## src/hw/rtl/ntps_pkg.sv

```systemverilog
// Shared constants and widths for the nearest transformed point search unit.
package ntps_pkg;

    // Default depth of the point store.
    localparam int DEF_MAX_POINTS = 4096;

    // Fixed field widths.
    localparam int COORD_W    = 16;
    localparam int COEF_W     = 16;
    localparam int INDEX_W    = 12;
    localparam int COUNT_W    = 13;
    localparam int CFG_IDX_W  = 3;
    localparam int CFG_DATA_W = 64;
    localparam int POINT_W    = 3 * COORD_W;

    // Fraction bits of the Q2.14 coefficients.
    localparam int FRAC_BITS = 14;

    // Datapath widths of the shared multiplier and the accumulators.
    localparam int MUL_W  = 20;
    localparam int PROD_W = 2 * MUL_W;
    localparam int ACC_W  = 34;
    localparam int SQ_W   = 37;
    localparam int DIST_W = 39;

    // Configuration register indexes.
    localparam logic [CFG_IDX_W-1:0] REG_ROW_X        = 3'd0;
    localparam logic [CFG_IDX_W-1:0] REG_ROW_Y        = 3'd1;
    localparam logic [CFG_IDX_W-1:0] REG_ROW_Z        = 3'd2;
    localparam logic [CFG_IDX_W-1:0] REG_VERTEX_COUNT = 3'd3;

    // Reset values of the transform rows: the identity transform.
    localparam logic [CFG_DATA_W-1:0] ROW_X_RESET = 64'h4000_0000_0000_0000;
    localparam logic [CFG_DATA_W-1:0] ROW_Y_RESET = 64'h0000_4000_0000_0000;
    localparam logic [CFG_DATA_W-1:0] ROW_Z_RESET = 64'h0000_0000_4000_0000;

    // Item function codes.
    localparam logic FUNC_LOAD  = 1'b0;
    localparam logic FUNC_QUERY = 1'b1;

endpackage

```

## src/hw/rtl/ntps_mul.sv

```systemverilog
// Shared signed multiplier with a registered product.
module ntps_mul (
    input  logic                                clk,
    input  logic                                en,
    input  logic signed [ntps_pkg::MUL_W-1:0]   a,
    input  logic signed [ntps_pkg::MUL_W-1:0]   b,
    output logic signed [ntps_pkg::PROD_W-1:0]  prod
);

    logic signed [ntps_pkg::PROD_W-1:0] prod_reg;

    // The product is captured only when the sequencer issues a multiply.
    always_ff @(posedge clk)
    begin
        if (en)
        begin
            prod_reg <= a * b;
        end
    end

    assign prod = prod_reg;

endmodule

```

## config.mk

```make
export PLATFORM = sky130hd
export DESIGN_NAME = ntps_mul
export DESIGN_NICKNAME = d
export VERILOG_FILES = /design/src/hw/rtl/ntps_pkg.sv /design/src/hw/rtl/ntps_mul.sv
export SDC_FILE = /design/constraint.sdc
export NUM_CORES = 1
export LEC_CHECK = 0
export BUFFER_PORTS_ARGS = -buffer_cell sky130_fd_sc_hd__buf_2
export CAP_MARGIN = 20
export CORE_AREA = 2 2 228 230
export DETAILED_ROUTE_END_ITERATION = 16
export DIE_AREA = 0 0 230 232
export RECOVER_POWER = 50
export SYNTH_ARGS = -nofsm -noshare
export SYNTH_HDL_FRONTEND = slang
export SYNTH_SLANG_ARGS = --single-unit
```

## constraint.sdc

```tcl
create_clock -name clk -period 10.7 [get_ports clk]
set_input_delay 2.14 -clock clk [delete_from_list [all_inputs] [get_ports clk]]
set_output_delay 2.14 -clock clk [all_outputs]
set_load 0.05 [all_outputs]
```

==> results of run 1 <==
layout make-up:
type	count	area (sq um)	share of cell area (%)
clock inverters	3	42.5	0.241
diodes	1	2.50	0.0142
flip-flops and latches	40	1200	6.80
multi-input cells	1179	13400	75.8
inverters	444	1670	9.43
repair buffers	81	380	2.15
well taps	680	851	4.81
clock buffers	5	125	0.708
per-stage QoR:
| step | hold slack [ps] | setup slack (ps) |
|---|---|---|
| 6_report | 2520 | 2020 |
| 5_1_grt | 2530 | 1500 |
| 4_1_cts | 2500 | 1990 |
| 3_5_place_dp | 2680 | 1680 |
| 3_3_place_gp | 2680 | 1850 |
| 2_1_floorplan | 2250 | 2240 |
routing by layer:
layer	GRT usage [%]	wire length, um	vias to the layer above	share of wire (%)
met3	1.62	1120	57	2.9
met4	3.99	1010	2	2.6
met5	0	16	-	0.041
met1	17.6	14500	6107	37
met2	31.8	22200	200	57
li1	-	-	5109	-
worst max-delay path: stages:
cell and delay [ps]:
buf_2 390, and2_1 220, fa_1 460, fa_1 540, inv_1 50, fa_1 480
inv_1 60, fa_1 510, inv_1 60, fa_1 540, inv_1 50, fa_1 470
inv_1 50, fa_1 470, inv_1 40, ha_1 360, a21oi_1 280, o21ai_0 160
a211o_1 410, o31ai_1 490, a311o_1 320, nor2_1 70, a211oi_1 160
layout by cell type, fill, tap and decap left out, types with 3 or more instances in the layout:
master / count
a31oi_1: 4
a21o_1: 13
edfxtp_1: 40
clkbuf_1: 20
a21oi_1: 30
a221oi_1: 3
ha_1: 107
xor2_1: 10
o21a_1: 4
a211oi_1: 10
nand2_1: 189
inv_1: 444
nand2b_1: 7
clkbuf_16: 5
buf_2: 61
o21ai_0: 18
and4_1: 3
mux2i_1: 3
nor2_1: 38
and2_1: 217
o31a_1: 3
nor2b_1: 5
nor3_1: 20
xnor2_1: 25
nand3_1: 6
fa_1: 420
worst min-delay path by stage:
stage / cells past startpoint / slack [ps] / end / from
6_report: 2 / 2520 / prod[0]$_DFFE_PP_ / b[0]
5_1_grt: 2 / 2530 / prod[0]$_DFFE_PP_ / b[0]
4_1_cts: 2 / 2500 / prod[0]$_DFFE_PP_ / b[0]
3_5_place_dp: 1 / 2680 / prod[5] / prod[5]$_DFFE_PP_
3_3_place_gp: 1 / 2680 / prod[1] / prod[1]$_DFFE_PP_
2_1_floorplan: 0 / 2250 / prod[0]$_DFFE_PP_ / en
cell usage after synthesis, types with 3 or more instances:
cell type  count
a211oi_1      10
a21o_1        13
a21oi_1       30
a221oi_1       3
a31oi_1        4
and2_1       218
and4_1         3
clkbuf_1      82
edfxtp_1      40
fa_1         420
ha_1         107
inv_1        444
mux2i_1        3
nand2_1      189
nand2b_1       7
nand3_1        6
nor2_1        38
nor2b_1        5
nor3_1        20
o21a_1         4
o21ai_0       18
o31a_1         3
xnor2_1       25
xor2_1        10
logic make-up (layout without fill, tap and decap cells):
group	Yosys count	in the layout	share of synthesized area [%]
DFF	40	40	7.24
adders and majority gates	527	527	58.8
buffers and inverters	527	533	11.9
AOI/OAI and AO/OA	115	115	4.72
xor gates and xnor gates	35	35	1.85
and+or+nand+nor	498	498	15.2
muxes	4	4	0.249
other	0	1	0
==> flow_summary.toml, run 1 <==
[outcome]
status = "finished with violations"
violations = "capacitance limit, slew limit"

[synthesis]
synthTopCellsByArea = "fa_1 51%, inv_1 10%, and2_1 8.2%, ha_1 8.1%, edfxtp_1 7.2%"
synth.cell_area_sq_mm = 0.0166
ys_warn_count = 0
ys_seq_elements = 40
async_flop_share_pct = 0
yosysTopAreaCell = "fa_1"
synth_cell_types = 56
synth_cells = 1746
synth_nets = 2315
synth_area_per_cell_sq_um = 9.50
synth_edf_count = 40
ys_seq_area_share_pct = 7.24
synth_ff_type = "edfxtp_1"
yosys.area.top_type_share_pct = 50.7

[final_layout]
final_cells = 2433
largest_reg_flops = 40
syn_to_final_growth_pct = 6.57
fillers = 5245
design_area_sq_mm = 0.0177
drive_above_1_share_pct = 4.51
final_nets = 2320
fin_util_pct = 34.7

[global_routing]
grt_max_degree = 41
antenna_found_initial = 1
grt_overflow = 0
first_global_vias = 13400
grt_pass1_wl_um = 67100
track_usage_pct = 15.8

[sta]
hold_violations = 0
worst_pin_slew_ps = 2230
fmax_ghz = 0.115
final-setup-viol-count = 0
min_period_over_period_pct = 81.1
tns_ps = 0
period_minus_slack_ps = 8680
rsz0062_at_grt = "false"
slew_headroom_pct = -48.8
slew_viol_final = 41

[detailed_routing]
ant_nets = 0
drt-total-wl_um = 38800
vias = 11500
wire_per_inst_um = 16.0
drc = 0
viasPerCell = 4.72
drtIter0Drc = 505
firstDrtPassIters = 5

[worst_setup_path]
startpoint_type = "primary input"
startpoint = "a[9]"
required_ps = 10820
end_kind = "register"
critPathKind = "in -> reg"
crit_end = "prod[39]$_DFFE_PP_"
crit_fanout = 20
critPathArrivalTime_ps = 8800

[cts]
ctsResizeCount = 0
cts_root_buf = "clkbuf_16"
ctsHoldBuffers = 0
cts_tree = "yes"
clock_tree.buffer_depth = 2
clock_sinks = 40
cts_buffers = 5
htree_num_levels = 2
clkTransAtPathRegs_ps = 60
postCtsSetupRepairBufs = 0

[floorplan]
fp.dieH_um = 232
rows = 83
core_area_sq_mm = 0.0509
dieArea_sq_mm = 0.0534
die_x_um = 230
ioPinCount = 82
initial_core_util_pct = 32.6

[place]
port-buffer-count = 81
place_congestion = 0.866
dpl.cell_count = 2424
placed_area_sq_mm = 0.0175
place_hpwl_um = 32900

[run]
cap_violations = 1

[hold_path]
min_path_type = "in -> reg"
Power of run 1 is not shown: default switching activity piles up to over one toggle a cycle in this logic, so the estimate is an artifact.
==> run 2: changes to the inputs <==
Clock period 10.7 ns to 7 ns, I/O delays scaled along.
==> flow_summary.toml, run 2 (synthesis results as in run 1) <==
[detailed_routing]
firstDrtPassIters = 5
ant_nets = 0
drtIter0Drc = 527
drt-total-wl_um = 44200
drc = 0
vias = 12600
viasPerCell = 4.64
wire_per_inst_um = 16.3

[worst_setup_path]
crit_path_max_incr_delay_ps = 540
crit_chain = "buf_12, and2_4, fa_1, inv_1, fa_1, fa_1, inv_2, fa_1, fa_1, fa_1, inv_2, fa_1, inv_2, ha_4, and4_4, and4_4, o311a_4, o2111a_2, o211a_1, buf_4, o41ai_4, a31oi_1"
crit_end = "prod[38]$_DFFE_PP_"
startpoint = "b[10]"
cp_common_cell = "fa_1"
startpoint_type = "primary input"
critPathArrivalTime_ps = 7300
path_depth = 22
required_ps = 7040
slowest_stage = "fa_1"
crit_fanout = 7
end_kind = "register"
critPathKind = "in -> reg"
crit_buf_inv = 6
critical_path.top_delay_family = "adder cells"

[sta]
slew_headroom_pct = -46.5
tns_ps = -1440
fin_ws_ps = -259
hold_violations = 0
slew_viol_final = 41
period_minus_slack_ps = 7260
whs_ps = 1660
rsz0062_at_grt = "true"
min_period_over_period_pct = 104
final-setup-viol-count = 12
fmax_ghz = 0.138
worst_pin_slew_ps = 2200

[place]
place_hpwl_um = 37500
placed_area_sq_mm = 0.0196
dpl.cell_count = 2657
place_congestion = 0.928
port-buffer-count = 81

[final_layout]
layout_commonest_cell = "inv_1"
drive_above_1_share_pct = 26.8
final_cells = 2707
syn_to_final_growth_pct = 28.4
final_cell_mix = "412 x inv_1, 389 x fa_1, 238 x buf_4, 190 x and2_1, 176 x nand2_1"
design_area_sq_mm = 0.0213
final_nets = 2594
largest_reg_flops = 40

[floorplan]
rows = 83
core_area_sq_mm = 0.0509
fp.dieH_um = 232
dieArea_sq_mm = 0.0534
ioPinCount = 82
die_x_um = 230
initial_core_util_pct = 32.6

[cts]
htree_num_levels = 2
clock_tree.buffer_depth = 2
cts_tree = "yes"
clkTransAtPathRegs_ps = 70
cts_root_buf = "clkbuf_16"
ctsHoldBuffers = 0
clock_sinks = 40
cts_buffers = 5

[global_routing]
grt_max_degree = 41
first_global_vias = 14400
grt_overflow = 0
track_usage_pct = 17.1
grt_pass1_wl_um = 72100
antenna_found_initial = 1

[run]
cap_violations = 1

[hold_path]
min_path_type = "in -> reg"

[outcome]
violations = "capacitance limit, slew limit, setup timing"
status = "finished with violations"
-- run 2: tightest hold or removal path: cells and delay by family --
family	cells	cell delay (ps)
buffers and inverters	2	320
and+or+nand+nor	1	130
-- run 2: per-layer routing --
metal | vias to the layer above | track usage, % | share of wire [%]
met1 | 6571 | 20.0 | 39
met2 | 261 | 32.7 | 54
met4 | 0 | 5.95 | 4.0
met5 | - | 0 | 0
li1 | 5655 | - | -
met3 | 84 | 1.31 | 2.9
-- run 2: worst min-delay path by stage --
stage / from / endpoint / slack, ps / cells after the start
final: b[0] / prod[0]$_DFFE_PP_ / 1660 / 3
after floorplan: en / prod[0]$_DFFE_PP_ / 1510 / 0
after global routing: b[0] / prod[0]$_DFFE_PP_ / 1680 / 3
after global placement: prod[6]$_DFFE_PP_ / prod[6] / 1940 / 1
after detailed placement: prod[8]$_DFFE_PP_ / prod[8] / 1940 / 1
after CTS: b[0] / prod[0]$_DFFE_PP_ / 1650 / 3
-- run 2: layout make-up --
class                   count  area [sq um]
multi-input cells        1179         14200
flip-flops and latches     40          1200
repair buffers            355          3170
clock buffers               5           125
well taps                 680           851
diodes                      1          2.50
inverters                 444          1670
fillers                  4987         29600
clock inverters             3          42.5
-- run 2: stage by stage --
step,setup WS (ps),util [%]
global route,-420,41.9
CTS,-233,40.4
finish,-259,41.9
floorplan,-315,-
detailed placement,-912,38.6
global placement,-805,38.6
-- run 2: timing repair --
action / in CTS / in global routing
resized for setup: 177 / 129
cloned: 1 / 5
pin swaps: 65 / 89
endpoints found under the setup margin: 22 / 23
setup buffers: 17 / 22
Power of run 2 is left out for the same reason.
